## config.mk

```make
export PLATFORM = sky130hd
export DESIGN_NAME = power_channel_status_manager_core
export DESIGN_NICKNAME = d
export VERILOG_FILES = /design/src/rtl/core/pcsm_pkg.sv /design/src/rtl/core/power_channel_status_manager_core.sv /design/src/rtl/core/pcsm_chan_unit.sv
export VERILOG_INCLUDE_DIRS = /design/src /design/src/rtl/core
export SDC_FILE = /design/constraint.sdc
export NUM_CORES = 1
export LEC_CHECK = 0
export BUFFER_PORTS_ARGS = -buffer_cell sky130_fd_sc_hd__buf_4
export CORE_AREA = 3 3 163 165
export CTS_BUF_LIST = sky130_fd_sc_hd__clkbuf_8
export DETAILED_ROUTE_END_ITERATION = 8
export DIE_AREA = 0 0 166 168
export PLACE_DENSITY_LB_ADDON = 0.15
export SYNTH_ARGS = -nofsm -noshare
export SYNTH_HDL_FRONTEND = slang
export SYNTH_SLANG_ARGS = --single-unit
```

## constraint.sdc

```tcl
create_clock -name clk -period 4.2 [get_ports clk]
set_clock_uncertainty 0.05 [all_clocks]
set_input_delay 0 -clock clk [delete_from_list [all_inputs] [get_ports clk]]
set_output_delay 0 -clock clk [all_outputs]
set_load 0.1 [all_outputs]
```

## src/rtl/core/power_channel_status_manager_core_macros.svh

```systemverilog
// Assertion macros for the power channel status manager core.
// Used by the top level; no other dependencies.
`ifndef POWER_CHANNEL_STATUS_MANAGER_CORE_MACROS_SVH
`define POWER_CHANNEL_STATUS_MANAGER_CORE_MACROS_SVH
`ifndef SYNTHESIS
`define PCSM_ASSERT_SAME(label, pre, post) \
	label: assert property (@(posedge clk) disable iff (!arst_n) (pre) |-> (post)) \
		else $error("pcsm: same-cycle check failed");
`define PCSM_ASSERT_NEXT(label, pre, post) \
	label: assert property (@(posedge clk) disable iff (!arst_n) (pre) |=> (post)) \
		else $error("pcsm: next-cycle check failed");
`else
`define PCSM_ASSERT_SAME(label, pre, post)
`define PCSM_ASSERT_NEXT(label, pre, post)
`endif
`endif

```

## src/rtl/core/pcsm_pkg.sv

```systemverilog
// Shared types, constants and group tables for the power channel status manager.
// No dependencies.
package pcsm_pkg;

	localparam int NUM_CHANNELS = 20;
	localparam int CNT_W        = $clog2(NUM_CHANNELS);
	localparam int CHAN_W       = 5;
	localparam int FIELD_CH     = 20;
	localparam int CODES_W      = 2 * FIELD_CH;
	localparam int FB_W         = 20;
	localparam int MASK_W       = 20;
	localparam int FORCE_OFF_LIM = 16;
	localparam int NUM_GROUPS   = 5;
	localparam int GRP_W        = 3;
	localparam logic [GRP_W-1:0] NO_GROUP = 3'd5;

	typedef enum logic [2:0] {
		ST_OFF        = 3'd0,
		ST_ON         = 3'd1,
		ST_LOCK       = 3'd2,
		ST_SHORT      = 3'd3,
		ST_TRIP       = 3'd4,
		ST_CLOSE_FAIL = 3'd5,
		ST_OPEN_FAIL  = 3'd6,
		ST_ERROR      = 3'd7
	} status_t;

	typedef enum logic [3:0] {
		OP_FRAME      = 4'd0,
		OP_OVERLOAD   = 4'd1,
		OP_SHORT      = 4'd2,
		OP_ON         = 4'd3,
		OP_OFF        = 4'd4,
		OP_CLOSE_FAIL = 4'd5,
		OP_OPEN_FAIL  = 4'd6,
		OP_ERROR      = 4'd7,
		OP_PHASE      = 4'd8,
		OP_QUERY      = 4'd9
	} opcode_t;

	typedef enum logic [2:0] {
		REG_GROUP_EN    = 3'd0,
		REG_CODE_RESET  = 3'd1,
		REG_CODE_LOCK   = 3'd2,
		REG_CODE_UNLOCK = 3'd3,
		REG_CODE_ON     = 3'd4,
		REG_CODE_OFF    = 3'd5
	} reg_index_t;

	typedef enum logic [1:0] {
		SEQ_IDLE,
		SEQ_WALK,
		SEQ_DONE
	} seq_state_t;

	typedef struct packed {
		logic [3:0]        op;
		logic [CHAN_W-1:0] ch;
		logic [NUM_GROUPS-1:0] grp_en;
		logic [1:0]        code_rst;
		logic [1:0]        code_lck;
		logic [1:0]        code_unl;
		logic [1:0]        code_on;
		logic [1:0]        code_off;
	} ctl_t;

	// triplets 0-2, 3-5, 7-9, 10-12, 13-15
	function automatic logic [GRP_W-1:0] grp_of(logic [CHAN_W-1:0] k);
		logic [GRP_W-1:0] g;
		if (k <= 5'd2)
			g = 3'd0;
		else if (k <= 5'd5)
			g = 3'd1;
		else if (k == 5'd6)
			g = NO_GROUP;
		else if (k <= 5'd9)
			g = 3'd2;
		else if (k <= 5'd12)
			g = 3'd3;
		else if (k <= 5'd15)
			g = 3'd4;
		else
			g = NO_GROUP;
		return g;
	endfunction

	function automatic logic [CHAN_W-1:0] group_first(logic [GRP_W-1:0] g);
		logic [CHAN_W-1:0] f;
		unique case (g)
			3'd0: f = 5'd0;
			3'd1: f = 5'd3;
			3'd2: f = 5'd7;
			3'd3: f = 5'd10;
			3'd4: f = 5'd13;
			default: f = 5'd0;
		endcase
		return f;
	endfunction

endpackage

```

## src/rtl/core/power_channel_status_manager_core.sv

```systemverilog
// A word is taken when idle, the status ring is walked one channel per cycle
// through the shared update unit, then the result is held until out_ready.
// A new word is taken only after the held result has been handed off.
// Throughput is set by the single channel update unit walking the rotating status ring.
// Reset (arst_n low, async): all channels off, config registers to defaults, sequencer idle.
// Depends on pcsm_pkg, pcsm_chan_unit and the assertion macro header.
`include "power_channel_status_manager_core_macros.svh"

module power_channel_status_manager_core (
	input  logic        clk,
	input  logic        arst_n,
	input  logic        wr_en,
	input  logic [2:0]  wr_index,
	input  logic [4:0]  wr_data,
	input  logic        in_valid,
	output logic        in_ready,
	input  logic [3:0]  opcode,
	input  logic [4:0]  channel,
	input  logic [39:0] reset_codes,
	input  logic [39:0] lock_codes,
	input  logic [39:0] output_codes,
	input  logic [19:0] feedback_bits,
	output logic        out_valid,
	input  logic        out_ready,
	output logic [19:0] drive_mask,
	output logic [2:0]  queried_status,
	output logic [19:0] accumulator_clear
);

	localparam int N = pcsm_pkg::NUM_CHANNELS;
	localparam logic [pcsm_pkg::CNT_W-1:0] LAST = pcsm_pkg::CNT_W'(N - 1);

	pcsm_pkg::seq_state_t state_q, state_nxt;

	logic [4:0] grp_en_q;
	logic [1:0] code_rst_q, code_lck_q, code_unl_q, code_on_q, code_off_q;

	logic [3:0]                    op_q;
	logic [pcsm_pkg::CHAN_W-1:0]   ch_q;
	logic [pcsm_pkg::CODES_W-1:0]  rst_sh_q, lck_sh_q, out_sh_q;
	logic [pcsm_pkg::FB_W-1:0]     fb_q;
	logic [pcsm_pkg::CNT_W-1:0]    cnt_q;
	pcsm_pkg::status_t             st_q [N];
	logic [N-1:0]                  drive_q;
	logic [N-1:0]                  clr_q;
	pcsm_pkg::status_t             query_q;

	logic accept, walk, last;
	pcsm_pkg::ctl_t    ctl;
	pcsm_pkg::status_t nxt_st;
	logic              nxt_clr;

	assign accept = in_valid && in_ready;
	assign last   = (cnt_q == LAST);

	// config registers
	always_ff @(posedge clk or negedge arst_n) begin
		if (!arst_n) begin
			grp_en_q   <= 5'd0;
			code_rst_q <= 2'd1;
			code_lck_q <= 2'd1;
			code_unl_q <= 2'd2;
			code_on_q  <= 2'd1;
			code_off_q <= 2'd0;
		end else if (wr_en) begin
			unique case (pcsm_pkg::reg_index_t'(wr_index))
				pcsm_pkg::REG_GROUP_EN:    grp_en_q   <= wr_data;
				pcsm_pkg::REG_CODE_RESET:  code_rst_q <= wr_data[1:0];
				pcsm_pkg::REG_CODE_LOCK:   code_lck_q <= wr_data[1:0];
				pcsm_pkg::REG_CODE_UNLOCK: code_unl_q <= wr_data[1:0];
				pcsm_pkg::REG_CODE_ON:     code_on_q  <= wr_data[1:0];
				pcsm_pkg::REG_CODE_OFF:    code_off_q <= wr_data[1:0];
				default: ;
			endcase
		end
	end

	// sequencer
	always_ff @(posedge clk or negedge arst_n) begin
		if (!arst_n)
			state_q <= pcsm_pkg::SEQ_IDLE;
		else
			state_q <= state_nxt;
	end

	always_comb begin
		state_nxt = state_q;
		unique case (state_q)
			pcsm_pkg::SEQ_IDLE: if (in_valid) state_nxt = pcsm_pkg::SEQ_WALK;
			pcsm_pkg::SEQ_WALK: if (last) state_nxt = pcsm_pkg::SEQ_DONE;
			pcsm_pkg::SEQ_DONE: if (out_ready) state_nxt = pcsm_pkg::SEQ_IDLE;
			default: state_nxt = pcsm_pkg::SEQ_IDLE;
		endcase
	end

	always_comb begin
		in_ready  = 1'b0;
		out_valid = 1'b0;
		walk      = 1'b0;
		unique case (state_q)
			pcsm_pkg::SEQ_IDLE: in_ready  = 1'b1;
			pcsm_pkg::SEQ_WALK: walk      = 1'b1;
			pcsm_pkg::SEQ_DONE: out_valid = 1'b1;
			default: ;
		endcase
	end

	always_ff @(posedge clk or negedge arst_n) begin
		if (!arst_n)
			cnt_q <= '0;
		else if (accept)
			cnt_q <= '0;
		else if (walk)
			cnt_q <= cnt_q + 1'b1;
	end

	// word capture; command fields shift down two bits per channel
	always_ff @(posedge clk) begin
		if (accept) begin
			op_q     <= opcode;
			ch_q     <= channel;
			rst_sh_q <= reset_codes;
			lck_sh_q <= lock_codes;
			out_sh_q <= output_codes;
			fb_q     <= feedback_bits;
			query_q  <= pcsm_pkg::ST_OFF;
		end else if (walk) begin
			rst_sh_q <= {2'b00, rst_sh_q[pcsm_pkg::CODES_W-1:2]};
			lck_sh_q <= {2'b00, lck_sh_q[pcsm_pkg::CODES_W-1:2]};
			out_sh_q <= {2'b00, out_sh_q[pcsm_pkg::CODES_W-1:2]};
			if (pcsm_pkg::CHAN_W'(cnt_q) == ch_q)
				query_q <= nxt_st;
		end
	end

	always_ff @(posedge clk) begin
		if (walk) begin
			drive_q <= {(nxt_st == pcsm_pkg::ST_ON), drive_q[N-1:1]};
			clr_q   <= {nxt_clr, clr_q[N-1:1]};
		end
	end

	// status ring: channel 0 sits at the head, updated entry goes to the tail
	always_ff @(posedge clk or negedge arst_n) begin
		if (!arst_n) begin
			for (int i = 0; i < N; i++)
				st_q[i] <= pcsm_pkg::ST_OFF;
		end else if (walk) begin
			for (int i = 0; i < N - 1; i++)
				st_q[i] <= st_q[i+1];
			st_q[N-1] <= nxt_st;
		end
	end

	always_comb begin
		ctl.op       = op_q;
		ctl.ch       = ch_q;
		ctl.grp_en   = grp_en_q;
		ctl.code_rst = code_rst_q;
		ctl.code_lck = code_lck_q;
		ctl.code_unl = code_unl_q;
		ctl.code_on  = code_on_q;
		ctl.code_off = code_off_q;
	end

	pcsm_chan_unit u_unit (
		.ctl       (ctl),
		.k         (pcsm_pkg::CHAN_W'(cnt_q)),
		.cur       (st_q[0]),
		.rst_field (rst_sh_q[1:0]),
		.lck_field (lck_sh_q[1:0]),
		.out_field (out_sh_q[1:0]),
		.fb        (fb_q),
		.nxt       (nxt_st),
		.clr       (nxt_clr)
	);

	assign drive_mask        = drive_q[pcsm_pkg::MASK_W-1:0];
	assign accumulator_clear = clr_q[pcsm_pkg::MASK_W-1:0];
	assign queried_status    = query_q;

	`PCSM_ASSERT_SAME(a_no_overlap, out_valid, !in_ready)
	`PCSM_ASSERT_NEXT(a_walk_starts, accept, walk && cnt_q == '0)
	`PCSM_ASSERT_NEXT(a_walk_ends, walk && last, out_valid)
	`PCSM_ASSERT_SAME(a_clr_frame_only, out_valid && op_q != pcsm_pkg::OP_FRAME,
		accumulator_clear == '0)

endmodule

```

## src/rtl/core/pcsm_chan_unit.sv

```systemverilog
// Shared per-channel update unit: next status of one channel for the current word.
// Depends on pcsm_pkg.
module pcsm_chan_unit (
	input  pcsm_pkg::ctl_t                ctl,
	input  logic [pcsm_pkg::CHAN_W-1:0]   k,
	input  pcsm_pkg::status_t             cur,
	input  logic [1:0]                    rst_field,
	input  logic [1:0]                    lck_field,
	input  logic [1:0]                    out_field,
	input  logic [pcsm_pkg::FB_W-1:0]     fb,
	output pcsm_pkg::status_t             nxt,
	output logic                          clr
);

	logic [pcsm_pkg::GRP_W-1:0]  ch_grp;
	logic [pcsm_pkg::GRP_W-1:0]  k_grp;
	logic [pcsm_pkg::CHAN_W-1:0] first;
	logic                        disagree;
	logic                        ch_tied;
	logic                        k_tied;
	logic                        hit;

	always_comb begin
		ch_grp   = pcsm_pkg::grp_of(ctl.ch);
		k_grp    = pcsm_pkg::grp_of(k);
		first    = pcsm_pkg::group_first(k_grp);
		disagree = (fb[first] != fb[first + 5'd1]) || (fb[first] != fb[first + 5'd2]);
		ch_tied  = (ch_grp != pcsm_pkg::NO_GROUP) && ctl.grp_en[ch_grp];
		k_tied   = (k_grp != pcsm_pkg::NO_GROUP) && ctl.grp_en[k_grp];
		hit      = (k == ctl.ch);
	end

	always_comb begin
		nxt = cur;
		clr = 1'b0;
		unique case (pcsm_pkg::opcode_t'(ctl.op))
			pcsm_pkg::OP_FRAME: begin
				if (rst_field == ctl.code_rst) begin
					nxt = pcsm_pkg::ST_OFF;
					clr = 1'b1;
				end
				if (nxt != pcsm_pkg::ST_SHORT && nxt != pcsm_pkg::ST_TRIP) begin
					if (lck_field == ctl.code_lck)
						nxt = pcsm_pkg::ST_LOCK;
					else if (lck_field == ctl.code_unl)
						nxt = pcsm_pkg::ST_OFF;
				end
				if (nxt != pcsm_pkg::ST_SHORT && nxt != pcsm_pkg::ST_LOCK &&
				    nxt != pcsm_pkg::ST_TRIP) begin
					if (out_field == ctl.code_off)
						nxt = pcsm_pkg::ST_OFF;
					else if (out_field == ctl.code_on)
						nxt = pcsm_pkg::ST_ON;
					else if (k < 5'(pcsm_pkg::FORCE_OFF_LIM))
						nxt = pcsm_pkg::ST_OFF;
				end
			end
			pcsm_pkg::OP_OVERLOAD: begin
				// tied triplet trips as a whole
				if (ch_tied) begin
					if (k_grp == ch_grp)
						nxt = pcsm_pkg::ST_TRIP;
				end else if (hit) begin
					nxt = pcsm_pkg::ST_TRIP;
				end
			end
			pcsm_pkg::OP_SHORT:      if (hit) nxt = pcsm_pkg::ST_SHORT;
			pcsm_pkg::OP_ON:         if (hit) nxt = pcsm_pkg::ST_ON;
			pcsm_pkg::OP_OFF:        if (hit) nxt = pcsm_pkg::ST_OFF;
			pcsm_pkg::OP_CLOSE_FAIL: if (hit) nxt = pcsm_pkg::ST_CLOSE_FAIL;
			pcsm_pkg::OP_OPEN_FAIL:  if (hit) nxt = pcsm_pkg::ST_OPEN_FAIL;
			pcsm_pkg::OP_ERROR:      if (hit) nxt = pcsm_pkg::ST_ERROR;
			pcsm_pkg::OP_PHASE:      if (k_tied && disagree) nxt = pcsm_pkg::ST_ERROR;
			default: ;
		endcase
	end

endmodule
```

* Yosys cells after proc, flatten, opt, wreduce, memory -nomap -nowiden *
Index checks and enable logic that the tools add are counted.

operators by class
  $add $sub $neg = 3
  $mul = 0
  div/mod/pow operators = 0
  order comparisons = 16
  eq/ne operators = 42
  shift-type cells = 0
  multiplexer cells = 60
  bitwise gates (word level) = 0
  reductions and logical operators = 20

operator list
  cell                                                 count
  2-to-1 mux 40 bit                                    6
  2-to-1 mux 3 bit                                     30
  <= comparator 5 x 4 -> 1 bit, second input constant  6
  one-hot mux 3 bit (9 select lines)                   1
  == test 4 x 3 -> 1 bit, second input constant        4
  one-hot mux 4 bit (4 select lines)                   1
  binary-select mux 1 bit (select 5 bit)               3
  AND reduction 2 bit                                  7
  == test 3 x 2 -> 1 bit, second input constant        4
  < comparator 5 x 6 -> 1 bit, second input constant   2
  != test 3 bit, second input constant                 4
  2-to-1 mux 1 bit                                     11
  == test 2 bit                                        5
  == test 5 x 3 -> 1 bit, second input constant        2
  <= comparator 5 x 2 -> 1 bit, second input constant  2
  <= comparator 5 x 3 -> 1 bit, second input constant  2
  2-to-1 mux 5 bit                                     2
  == test 3 x 1 -> 1 bit, second input constant        3
  == test 3 bit, second input constant                 3
  != test 3 x 2 -> 1 bit, second input constant        3
  == test 4 x 2 -> 1 bit, second input constant        2
  < comparator 3 x 4 -> 1 bit, second input constant   2
  logical AND 1 bit                                    7
  binary-select mux 1 bit (select 3 bit)               2
  other kinds (22)                                     27

word-level totals
  flip-flop bits (word level) = 274
  bits in latches = 0
  memory bits (writable) = 0
  ROM bits = 0
  output and inout bits = 45
  logic and storage cells = 179
  memories = 0

* Logic depth before layout (Yosys ltp) *
Gate-level depths: netlist (run 1).

  depth in word-level cells = 18
  depth in mapped cells = 15

* Modules after synthesis *
A second synthesis (run 1) with hierarchy kept.

unflattened totals
  cells, all modules = 1158
  area total of the unflattened synthesis = 12160.4 sq um

modules (own cells, without submodules)
  module                             instances  cells each  area an instance (sq um)
  power_channel_status_manager_core  1          910         10512.6
  pcsm_chan_unit                     1          248         1647.8

* Worst setup path after synthesis (run 1) *
Ideal clock, no wire load.

  path type = register -> register
  from = register state_q[0]
  to = register lck_sh_q[0] in the netlist's numbering, enable pin
  arrival = 4.946 ns
  data required time = 3.677 ns
  slack = -1.269 ns
  cell stages (with the launch flop) = 7
  path buffers = 2
  cell sequence = dfrtp_1 > nor2_1 > and2_1 > clkbuf_1 > clkbuf_1 > nor2_1 > inv_1

on the way
  longest elaborated chain between the ends = 4
  elaborated cells on any way between the ends = 6
  those cells by class = 1 x eq/ne; 2 x mux; 3 x reduce/logical

ends and longest elaborated chain
  element                              line                                      text
  from (decl)                          power_channel_status_manager_core.sv:33   pcsm_pkg::seq_state_t state_q, state_nxt;
  from (signal assigned)               power_channel_status_manager_core.sv:81   state_q <= pcsm_pkg::SEQ_IDLE;
  from (signal assigned)               power_channel_status_manager_core.sv:83   state_q <= state_nxt;
  logical NOT 2 bit                    power_channel_status_manager_core.sv:100  unique case (state_q)
  2-to-1 mux 1 bit                     power_channel_status_manager_core.sv:100
  named net in_ready                   power_channel_status_manager_core.sv:16   output logic in_ready,
  logical AND 1 bit                    power_channel_status_manager_core.sv:53   assign accept = in_valid && in_ready;
  nonzero test 2 bit (no source line)  --
  to (signal assigned)                 power_channel_status_manager_core.sv:123  lck_sh_q <= lock_codes;
  to (signal assigned)                 power_channel_status_manager_core.sv:129  lck_sh_q <= {2'b00, lck_sh_q[pcsm_pkg::CODES_W-1:2]};
  to (decl)                            power_channel_status_manager_core.sv:40   logic [pcsm_pkg::CODES_W-1:0] rst_sh_q, lck_sh_q, out_sh_q;

The timed path passes the listed nets, and every way through them passes these cells.
A chain may end at the register's enable or synchronous reset.

* Worst setup path after layout (run 1) *
  from = register cnt_q[0] in the netlist's numbering
  to = register drive_q[19] (netlist: drive_mask[19]), data pin

on the way
  longest elaborated chain between the ends = 18
  elaborated cells on any way between the ends = 52
  those cells by class = 2 x add/sub; 6 x order compare; 11 x eq/ne; 30 x mux; 3 x reduce/logical

ends and longest elaborated chain
  element                                      line                                      text
  from (decl)                                  power_channel_status_manager_core.sv:42   logic [pcsm_pkg::CNT_W-1:0] cnt_q;
  from (signal assigned)                       power_channel_status_manager_core.sv:114  cnt_q <= cnt_q + 1'b1;
  <= comparator 5 x 4 -> 1 bit                 pcsm_pkg.sv:80                            else if (k <= 5'd15)
  2-to-1 mux 1 bit                             pcsm_pkg.sv:80
  2-to-1 mux 3 bit                             pcsm_pkg.sv:78                            else if (k <= 5'd12)
  2-to-1 mux 3 bit                             pcsm_pkg.sv:76                            else if (k <= 5'd9)
  2-to-1 mux 3 bit                             pcsm_pkg.sv:74                            else if (k == 5'd6)
  2-to-1 mux 3 bit                             pcsm_pkg.sv:72                            else if (k <= 5'd5)
  2-to-1 mux 3 bit                             pcsm_pkg.sv:70                            if (k <= 5'd2)
  == test 3 bit, or another cell as far along  pcsm_pkg.sv:89                            unique case (g)
  (+2 left out)                                --
  binary-select mux 1 bit (select 5 bit)       pcsm_chan_unit.sv:27                      disagree = (fb[first] != fb[first + 5'd1]) || (fb[first] != fb[first + 5'd2]);
  2-to-1 mux 1 bit (not written as such)       pcsm_chan_unit.sv:27
  != test 1 bit                                pcsm_chan_unit.sv:27
  logical OR 1 bit                             pcsm_chan_unit.sv:27
  logical AND 1 bit                            pcsm_chan_unit.sv:73                      pcsm_pkg::OP_PHASE: if (k_tied && disagree) nxt = pcsm_pkg::ST_ERROR;
  2-to-1 mux 3 bit                             pcsm_chan_unit.sv:73
  one-hot mux 3 bit (9 select lines) (*)       pcsm_chan_unit.sv:36                      unique case (pcsm_pkg::opcode_t'(ctl.op))
  == test 3 x 1 -> 1 bit (*)                   power_channel_status_manager_core.sv:138  drive_q <= {(nxt_st == pcsm_pkg::ST_ON), drive_q[N-1:1]};
  to (signal assigned)                         power_channel_status_manager_core.sv:138
  to (decl)                                    power_channel_status_manager_core.sv:44   logic [N-1:0] drive_q;

Every way passes the cells marked *; elsewhere a longest branch is shown, timed or not. The select of a mux whose other input is x is not followed.

==> flow_summary.json, run 1 <==
{
  "io_buffers": 204,
  "hold_violations": 0,
  "clk_latency_ps": 540,
  "hold_end": "ch_q[3]$_DFFE_PP_",
  "grt_pass1_wl_mm": 43.5,
  "combPwrFrac": 0.428,
  "die_h_um": 168,
  "hold_start": "channel[3]",
  "rsz0062_at_grt": "no",
  "async_flop_share": 0.301,
  "powerDensity_nw_per_um2": 768,
  "synth_edf_count": 187,
  "firstDrtPassIters": 4,
  "slew_violations": 0,
  "num-nets-final": 1424,
  "power_frac_seq": 0.401,
  "routed_wirelength_mm": 26.4,
  "worst_ep_required_time_ps": 4430,
  "cap_violations": 0,
  "fin_cells": 1627,
  "clockBufferDepth": 3,
  "design_power_total_mw": 12.5,
  "crit_path_end_kind": "flop",
  "internal_power_mw": 7.47,
  "ys_seq_elements": 272,
  "synth_cells": 862,
  "synth_ff_type": "edfxtp_1",
  "syn-mean-instance-area_um2": 13.7,
  "whs_path_depth": 2,
  "drc": 0,
  "cts_htree_levels": 2,
  "grt_max_degree": 149,
  "rrSetupSlack_ps": 300,
  "peakVddDrop_v": 0.000830,
  "ant_nets": 0,
  "hold_class": "in -> reg",
  "clock_power_share": 0.172,
  "dieArea_um2": 27900,
  "grt_pass1_vias": 8476,
  "fillCellCount": 1902,
  "critPathKind": "reg -> reg",
  "vias": 8212,
  "cts-root-buf": "clkbuf_8",
  "cts_made_buffers": 45,
  "post_drt_wl_per_cell_um": 16.2,
  "relSlewSlack": 0.272,
  "yosysSeqAreaShare": 0.654,
  "place_area_um2": 13700,
  "swShare": 0.401,
  "post-route-min-period_ps": 3900,
  "path_cells": "inv_1, ha_1, or2_0, or3_1, a21oi_1, buf_4, ha_1, nand2b_1, a21boi_0, nor4_1, a211o_1, and3_4, o41ai_2, a21oi_1, and3_1",
  "r2r-start": "cnt_q[0]$_DFFE_PN0P_",
  "synth_nets": 1030,
  "yosysWarnings": 0,
  "timing.fmax_mhz": 257,
  "cpLargestDelayFamily": "simple AND/OR/NAND/NOR gates",
  "worst_pin_slew_ps": 1080,
  "antenna_found_initial": 5,
  "tns_ps": 0,
  "hpwl_mm": 15.6,
  "post-route-period-util": 0.928,
  "leakage_nw": 6.92,
  "row_count": 58,
  "critical_path_buf_inv_count": 2,
  "core-area_um2": 25200,
  "chipWidth_um": 166,
  "cts.reportedPaths.clkPinSlew_ps": 60,
  "area_delta_synth_final_pct": 37.5,
  "dp_slack_ps": 315,
  "outcome": "finished clean",
  "timing.reg2reg.worst_path_depth": 15,
  "clock-sinks": 272,
  "p_sw_mw": 5.01,
  "place_congestion": 0.818,
  "grt_use_total": 0.189,
  "ios": 207,
  "worstPathArrival_ps": 4130,
  "drt_iter0_markers": 493,
  "drive_gt1_frac": 0.332,
  "routed_via_density": 5.05,
  "cp_max_fo": 9,
  "start_kind": "flop",
  "cts_setup_buffers": 0,
  "syn_area_um2": 11800,
  "ys_types": 78,
  "utilization": 0.646,
  "hold_ws_ps": 132,
  "r2r-end": "drive_mask[19]$_DFFE_PP_",
  "final_area_um2": 16300,
  "tritoncts": "yes",
  "setup_violations": 0,
  "place_inst": 1365,
  "grt_overflow": 0,
  "layout_setup_ws_ps": 304,
  "start_util": 0.469,
  "slowest_delay_ps": 520,
  "cpMaxStageDelayCell": "dfrtp_1"
}
-- layout make-up --
class	instances	area [um2]	share of cell area
Clock buffer	50	688	0.0423
Timing Repair Buffer	387	3350	0.206
Multi-Input combinational cell	538	3870	0.238
Tap cell	330	413	0.0254
Clock inverter	33	136	0.00839
Sequential cell	272	7730	0.476
Inverter	12	50.0	0.00308
Antenna cell	5	12.5	0.000770
-- cells in the final DEF, fill, tap and decap left out, types with 6 or more instances in the layout --
cell,n
buf_4,212
nand2_1,196
edfxtp_1,187
dlygate4sd3_1,174
mux2_2,130
dfrtp_1,78
clkbuf_8,50
inv_1,28
a21oi_1,18
xnor2_1,14
nor2_1,13
mux2i_1,12
and3_1,11
nand3_1,10
o21ai_0,10
clkinv_1,7
o22ai_1,7
clkinv_2,7
xor2_1,6
nor2b_1,6
ha_1,6
-- timing repair --
action | CTS | global route
hold buffers | 174 | 0
endpoints found under the hold margin | 242 | 0
resized for setup | 0 | 0
-- registers in the layout (all words and copies together), names as in the netlist, 3 cells and up --
signal / count
st_q: 60
queried_status: 3
rst_sh_q: 40
out_sh_q: 40
cnt_q: 5
ch_q: 5
fb_q: 18
accumulator_clear: 20
drive_mask: 20
grp_en_q: 5
lck_sh_q: 40
op_q: 4
-- synthesized netlist by cell type (4+ instances only) --
master | n | area (um2)
nor2_1 | 14 | 52.6
edfxtp_1 | 187 | 5620
a31oi_1 | 4 | 25.0
clkbuf_1 | 24 | 90.1
and3_1 | 11 | 68.8
mux4_2 | 5 | 113
inv_1 | 10 | 37.5
dfstp_2 | 4 | 105
nand2_1 | 196 | 736
o22ai_1 | 7 | 43.8
o21ai_1 | 4 | 20.0
xor2_1 | 6 | 52.6
xnor2_1 | 14 | 123
buf_1 | 10 | 37.5
mux2i_1 | 12 | 120
dfrtp_1 | 78 | 1950
or3_1 | 4 | 25.0
o21ai_0 | 10 | 50.1
nand4b_1 | 4 | 35.0
nor2b_1 | 6 | 37.5
mux2_2 | 130 | 1460
nor3_1 | 5 | 25.0
nand2b_1 | 5 | 31.3
nand3_1 | 10 | 50.1
ha_1 | 6 | 75.1
a21oi_1 | 18 | 90.1
-- power by group through the flow --
stage	clock, mW	combinational [mW]	sequential [mW]
floorplan	0	2.72	6.37
global placement	0	5.15	5.01
detailed placement	0	5.21	5.03
CTS	2.21	5.37	5.00
global route	2.35	5.76	5.14
finish	2.14	5.34	5.00
-- logic make-up (layout without fill, tap and decap cells) --
logic type,count (synthesis),after routing,synth area share
AO/OA/AOI/OAI,85,85,0.0524
XOR/XNOR,20,20,0.0148
adder cells (fa/ha/maj),6,6,0.00635
buffers and inverters,52,482,0.0192
flip-flops,272,272,0.654
multiplexers,151,151,0.149
other,0,5,0
AND/OR/NAND/NOR,276,276,0.105
-- layer usage --
layer / wire (um) / part of all wire / up-vias / global-route usage
met5: 0 / 0 / - / 0
met4: 572 / 0.022 / 0 / 0.0546
met2: 12800 / 0.48 / 251 / 0.315
li1: - / - / 3942 / -
met3: 1770 / 0.067 / 49 / 0.0502
met1: 11300 / 0.43 / 3970 / 0.246
-- how the worst max path moves through the flow --
stage                     slack [ps]                    from  cells after the start                        to
after global routing              30    cnt_q[0]$_DFFE_PN0P_                     15  drive_mask[19]$_DFFE_PP_
final                            300    cnt_q[0]$_DFFE_PN0P_                     15  drive_mask[19]$_DFFE_PP_
after CTS                        310    cnt_q[0]$_DFFE_PN0P_                     15  drive_mask[19]$_DFFE_PP_
after global placement           380    cnt_q[0]$_DFFE_PN0P_                     15  drive_mask[19]$_DFFE_PP_
after floorplan                  430  state_q[0]$_DFFE_PN0P_                      6     lck_sh_q[0]$_DFFE_PP_
after detailed placement         310    cnt_q[0]$_DFFE_PN0P_                     15  drive_mask[19]$_DFFE_PP_
-- worst reg2reg max path, cell delays in order, from the launching register on --
cell and delay (ps):
dfrtp_1 520, inv_1 80, ha_1 230, or2_0 220, or3_1 320, a21oi_1 150
buf_4 170, ha_1 300, nand2b_1 170, a21boi_0 190, nor4_1 80, a211o_1 310
and3_4 210, o41ai_2 280, a21oi_1 170, and3_1 180
No activity file was read; power rests on OpenSTA's default activity.
==> run 2, diff against run 1 <==
- CELL_PAD_IN_SITES_DETAIL_PLACEMENT: default -> 0
- CELL_PAD_IN_SITES_GLOBAL_PLACEMENT: default -> 1
- CORE_AREA: 3 3 163 165 -> 3 3 170 172
- DIE_AREA: 0 0 166 168 -> 0 0 173 175
- MAX_ROUTING_LAYER: default -> met4
==> run 2 against run 1 <==
Effect of this change: die area is 8.6% higher; clock power is 9.8% higher; total power is 1.7% higher; fmax is 0.78% higher; count of clock-buffer cells in the layout is 8 higher; critical endpoint unchanged; highest routed layer unchanged.
==> flow_summary.json, run 2 (synthesized netlist as in run 1, its figures left out) <==
{
  "outcome": "finished clean",
  "final_common_cell": "buf_4",
  "clock_power_share": 0.185,
  "slew_violations": 0,
  "grt_use_total": 0.182,
  "area_delta_synth_final_pct": 39.4,
  "post-route-min-period_ps": 3870,
  "multi_input_area_um2": 3870,
  "num-nets-final": 1430,
  "worst_ep_required_time_ps": 4460,
  "cap_violations": 0,
  "swShare": 0.397,
  "cpMaxStageDelayCell": "dfrtp_2",
  "clockBufferDepth": 3,
  "power_frac_seq": 0.391,
  "p_sw_mw": 5.04,
  "firstDrtPassIters": 5,
  "slowest_delay_ps": 470,
  "routed_via_density": 4.84,
  "cts.reportedPaths.clkPinSlew_ps": 60,
  "critPathKind": "reg -> reg",
  "place_congestion": 0.803,
  "chipWidth_um": 173,
  "utilization": 0.597,
  "worstPathArrival_ps": 4130,
  "worst_pin_slew_ps": 989,
  "drive_gt1_frac": 0.339,
  "grt_max_degree": 149,
  "cts_htree_levels": 2,
  "internal_power_mw": 7.65,
  "antenna_found_initial": 1,
  "row_count": 61,
  "clock-sinks": 272,
  "hold_violations": 0,
  "relSlewSlack": 0.341,
  "io_buffers": 204,
  "seqCellArea_um2": 7730,
  "cts_setup_buffers": 0,
  "grt_overflow": 0,
  "clk_latency_ps": 570,
  "start_util": 0.428,
  "tns_ps": 0,
  "design_power_total_mw": 12.7,
  "path_cells": "inv_1, ha_1, or2_0, or3_1, a21oi_1, ha_1, nand2b_1, a21boi_0, nor4_1, a211o_1, and3_4, o41ai_2, a21oi_1, and3_1",
  "cp_max_fo": 11,
  "drt_iter0_markers": 431,
  "start_kind": "flop",
  "cts_made_buffers": 48,
  "routed_wirelength_mm": 26.8,
  "dieArea_um2": 30300,
  "fillCellCount": 2278,
  "cpLargestDelayFamily": "compound AO/OA/AOI/OAI gates",
  "cts-root-buf": "clkbuf_8",
  "leakage_nw": 7.00,
  "most-common-layout-cells": "buf_4, nand2_1, edfxtp_1",
  "post-route-period-util": 0.920,
  "core-area_um2": 27600,
  "grt_pass1_vias": 8538,
  "combPwrFrac": 0.423,
  "grt_pass1_wl_mm": 43.9,
  "critical_path_buf_inv_count": 1,
  "vias": 8134,
  "hold_class": "in -> reg",
  "powerDensity_nw_per_um2": 770,
  "post_drt_wl_per_cell_um": 15.9,
  "crit_path_end_kind": "flop",
  "peakVddDrop_v": 0.000379,
  "drc": 0,
  "largest_reg_flops": 60,
  "top_register": "st_q",
  "hpwl_mm": 15.9,
  "tritoncts": "yes",
  "ios": 207,
  "die_h_um": 175,
  "rrSetupSlack_ps": 330,
  "timing.fmax_mhz": 259,
  "rsz0062_at_grt": "no",
  "ant_nets": 0,
  "setup_violations": 0
}
[run 2: cell count changes in the layout (fill, tap and decap cells not counted), sizes merged]
cell	before	now
diode	5	1
clkinv	14	13
clkbuf	50	58
buf	213	216
[run 2: worst paths after layout]
check,startpoint,to,cells after the start
max in group asynchronous,arst_n,cnt_q[0]$_DFFE_PN0P_,4
hold reg to reg,drive_mask[15]$_DFFE_PP_,drive_mask[14]$_DFFE_PP_,0
setup / recovery,cnt_q[0]$_DFFE_PN0P_,drive_mask[19]$_DFFE_PP_,14
hold / removal,feedback_bits[2],fb_q[2]$_DFFE_PP_,2
min in group asynchronous,arst_n,st_q[20]$_DFFE_PN0P_,4
setup reg to reg,cnt_q[0]$_DFFE_PN0P_,drive_mask[19]$_DFFE_PP_,14
[run 2: routing by layer]
layer,part of all wire,GRT usage
met1,0.44,0.235
met2,0.48,0.291
met3,0.063,0.0415
met4,0.019,0.0520
met5,0,-
[run 2: through the flow]
stage / setup slack, ps / hold WS [ps] / cells / instance area (um2)
final: 334 / 97.9 / 1681 / 16500
after global routing: 40.5 / 84.5 / 1681 / 16500
after CTS: 232 / 62.7 / 1680 / 16500
after detailed placement: 225 / -96.3 / 1415 / 13800
after global placement: 282 / -103 / 1415 / 13800
after floorplan: 427 / -346 / 862 / 11800
[run 2: final cells by class]
class / count / area share
tap: 378 / 0.0287
antenna: 1 / 0.000152
multi-input combinational: 538 / 0.235
sequential: 272 / 0.469
inverter: 12 / 0.00296
timing repair buffer: 390 / 0.207
clock buffer: 58 / 0.0484
clock inverter: 32 / 0.00873
[run 2: repair_timing]
item                                    CTS  global route
endpoints found under the setup margin    0             2
hold buffers                            175             0
endpoints found under the hold margin   242             0
resized for setup                         0             1
[run 2: power groups by stage]
stage / sequential, mW / combinational [mW] / clock (mW)
3_5_place_dp: 5.01 / 5.25 / 0
6_report: 4.97 / 5.37 / 2.35
3_3_place_gp: 5.00 / 5.20 / 0
4_1_cts: 4.98 / 5.41 / 2.43
5_1_grt: 5.14 / 5.79 / 2.56
2_1_floorplan: 6.37 / 2.72 / 0
==> run 3, diff against run 2 <==
- ABC_AREA: default -> 1
- CORE_AREA: 3 3 170 172 -> 3 3 178 180
- DIE_AREA: 0 0 173 175 -> 0 0 181 183
==> run 3 against run 2 <==
Effect of this change: die area increased by 9.4%; sequential power down 0.8%; critical path depth rose by 10; area after synthesis rose by 1.9%; clock power shrank 5%; count of clock-buffer cells in the layout down 5; non-clock buffer count shrank 3; combinational power rose by 15%; sequential cell count is 2 higher; sequential share of layout area decreased by 0.070 points; register-to-register slack improved by 110 ps; via count increased by 20%; largest power group unchanged; highest routed layer unchanged.
==> flow_summary.json, run 3 <==
{
  "yosysMostFrequentCell": "nand2_1",
  "tns_ps": 0,
  "hold_ws_ps": 102,
  "worstPathArrival_ps": 4040,
  "dp_slack_ps": 324,
  "num-nets-final": 1821,
  "cp_common_cell": "nand2_1",
  "cts-root-buf": "clkbuf_8",
  "layout_setup_ws_ps": 441,
  "cts_htree_levels": 2,
  "yosysWarnings": 0,
  "combPwrFrac": 0.463,
  "yosysSeqAreaShare": 0.647,
  "powerDensity_nw_per_um2": 802,
  "internal_power_mw": 7.44,
  "rrSetupSlack_ps": 440,
  "slew_violations": 0,
  "synth_ff_type": "edfxtp_1",
  "hold_class": "in -> reg",
  "cts_made_buffers": 49,
  "fillCellCount": 2703,
  "worst_pin_slew_ps": 941,
  "p_sw_mw": 5.90,
  "ys_seq_elements": 274,
  "antenna_found_initial": 3,
  "wl_met3_mm": 1.64,
  "post-route-min-period_ps": 3760,
  "grt_overflow": 0,
  "setup_violations": 0,
  "cp_max_fo": 21,
  "leakage_nw": 7.97,
  "dieArea_um2": 33100,
  "ios": 207,
  "area_delta_synth_final_pct": 38.1,
  "hold_violations": 0,
  "core-area_um2": 30300,
  "crit_path_end_kind": "flop",
  "worst_ep_required_time_ps": 4480,
  "place_congestion": 0.819,
  "io_buffers": 206,
  "tritoncts": "yes",
  "most-common-layout-cells": "nand2_1, buf_4, edfxtp_1",
  "rsz0062_at_grt": "no",
  "dr_wl_met2_mm": 13.6,
  "ant_nets": 0,
  "cpMaxStageDelayCell": "dfrtp_1",
  "vias": 9722,
  "cts_setup_buffers": 0,
  "clk_latency_ps": 570,
  "ys_types": 47,
  "yosys.area.top_type_share": 0.471,
  "synth_edf_count": 189,
  "routed_via_density": 4.65,
  "async_flop_share": 0.299,
  "start_util": 0.397,
  "outcome": "finished clean",
  "yosysTopAreaCell": "edfxtp_1",
  "drc": 0,
  "routed_wirelength_mm": 29.4,
  "yosys-top-cells-count": "nand2_1, edfxtp_1, inv_1, dfrtp_1, nand3_1",
  "grt_use_total": 0.183,
  "die_h_um": 183,
  "chipWidth_um": 181,
  "grt_max_degree": 85,
  "fin_cells": 2090,
  "syn-mean-instance-area_um2": 9.54,
  "synth_nets": 1430,
  "place_inst": 1827,
  "critPathKind": "reg -> reg",
  "critical_path_buf_inv_count": 3,
  "post-route-period-util": 0.895,
  "firstDrtPassIters": 5,
  "slowest_delay_ps": 470,
  "hpwl_mm": 18.5,
  "highest_layer": "met4",
  "post_drt_wl_per_cell_um": 14.1,
  "path_cells": "inv_1, ha_1, o21bai_2, a21oi_2, nand2_2, nand2_4, nand2_2, nand2_4, nand3_4, ha_4, xor2_1, inv_1, nand3_1, nand3_1, nand3_1, inv_1, nand2_1, nand3_2, nand2_1, nand2_1, nand2_1, nand2_1, nand2_1, nor2_2",
  "cpLargestDelayFamily": "simple AND/OR/NAND/NOR gates",
  "grt_pass1_vias": 9831,
  "timing.fmax_mhz": 266,
  "clock_power_share": 0.168,
  "clockBufferDepth": 3,
  "final_common_cell": "nand2_1",
  "met1_length_mm": 13.5,
  "start_kind": "flop",
  "synth_cells": 1262,
  "relSlewSlack": 0.372,
  "swShare": 0.442,
  "largest_reg_flops": 60,
  "row_count": 64,
  "yosys-top-cells-area": "edfxtp_1, nand2_1, dfrtp_1",
  "top_register": "st_q",
  "drive_gt1_frac": 0.182,
  "drt_iter0_markers": 666,
  "power_frac_seq": 0.369,
  "grt_pass1_wl_mm": 48.8,
  "syn_area_um2": 12000,
  "clock-sinks": 274,
  "cap_violations": 0,
  "cts.reportedPaths.clkPinSlew_ps": 60,
  "peakVddDrop_v": 0.000495
}
run 3: cells by family after synthesis:
kind of cell,after synthesis,synth area share
simple gates,766,0.258
flops,274,0.647
buf+inv,133,0.0431
compound gates,66,0.0330
xor+xnor,16,0.0116
fa+ha+maj,6,0.00623
mux,1,0.000935
run 3: per-stage QoR:
stage               power, mW  instance area (um2)  utilization
floorplan                9.65                12000            -
global placement         10.9                14000        0.462
detailed placement       11.0                14000        0.462
CTS                      13.5                16600        0.547
global route             14.4                16600        0.548
finish                   13.3                16600        0.548
run 3: final timing paths:
path | from | endpoint | cells after the start
worst max register to register | cnt_q[1]$_DFFE_PN0P_ | drive_mask[19]$_DFFE_PP_ | 24
worst min register to register | accumulator_clear[13]$_DFFE_PP_ | accumulator_clear[12]$_DFFE_PP_ | 0
worst min-delay path | feedback_bits[17] | fb_q[17]$_DFFE_PP_ | 2
min in group asynchronous | arst_n | st_q[16]$_DFFE_PN0P_ | 4
max in group asynchronous | arst_n | code_unl_q[0]$_DFFE_PN0P_ | 4
worst max-delay path | cnt_q[1]$_DFFE_PN0P_ | drive_mask[19]$_DFFE_PP_ | 24
run 3: per-layer routing:
metal,vias to the layer above,track usage
met4,0,0.0573
li1,4896,-
met5,-,-
met1,4503,0.237
met3,58,0.0359
met2,265,0.294
run 3: timing repair:
item	4_1_cts	5_1_grt
resized for setup	0	2
hold endpoints to repair	244	0
hold buffers	171	0
endpoints found under the setup margin	0	3
run 3: power groups by stage:
stage / combinational, mW / clock [mW] / sequential, mW
2_1_floorplan: 3.29 / 0 / 6.35
3_3_place_gp: 6.00 / 0 / 4.94
3_5_place_dp: 6.03 / 0 / 4.97
4_1_cts: 6.18 / 2.34 / 4.94
5_1_grt: 6.87 / 2.46 / 5.06
6_report: 6.17 / 2.24 / 4.93
run 3: cell type report:
class | instances | area, um2 | area share
repair buffers | 387 | 3370 | 0.202
inverters | 86 | 329 | 0.0198
clock buffers | 53 | 729 | 0.0439
diodes | 3 | 7.51 | 0.000451
well taps | 396 | 495 | 0.0298
clock inverters | 36 | 150 | 0.00903
flip-flops and latches | 274 | 7790 | 0.468
multi-input cells | 855 | 3760 | 0.226
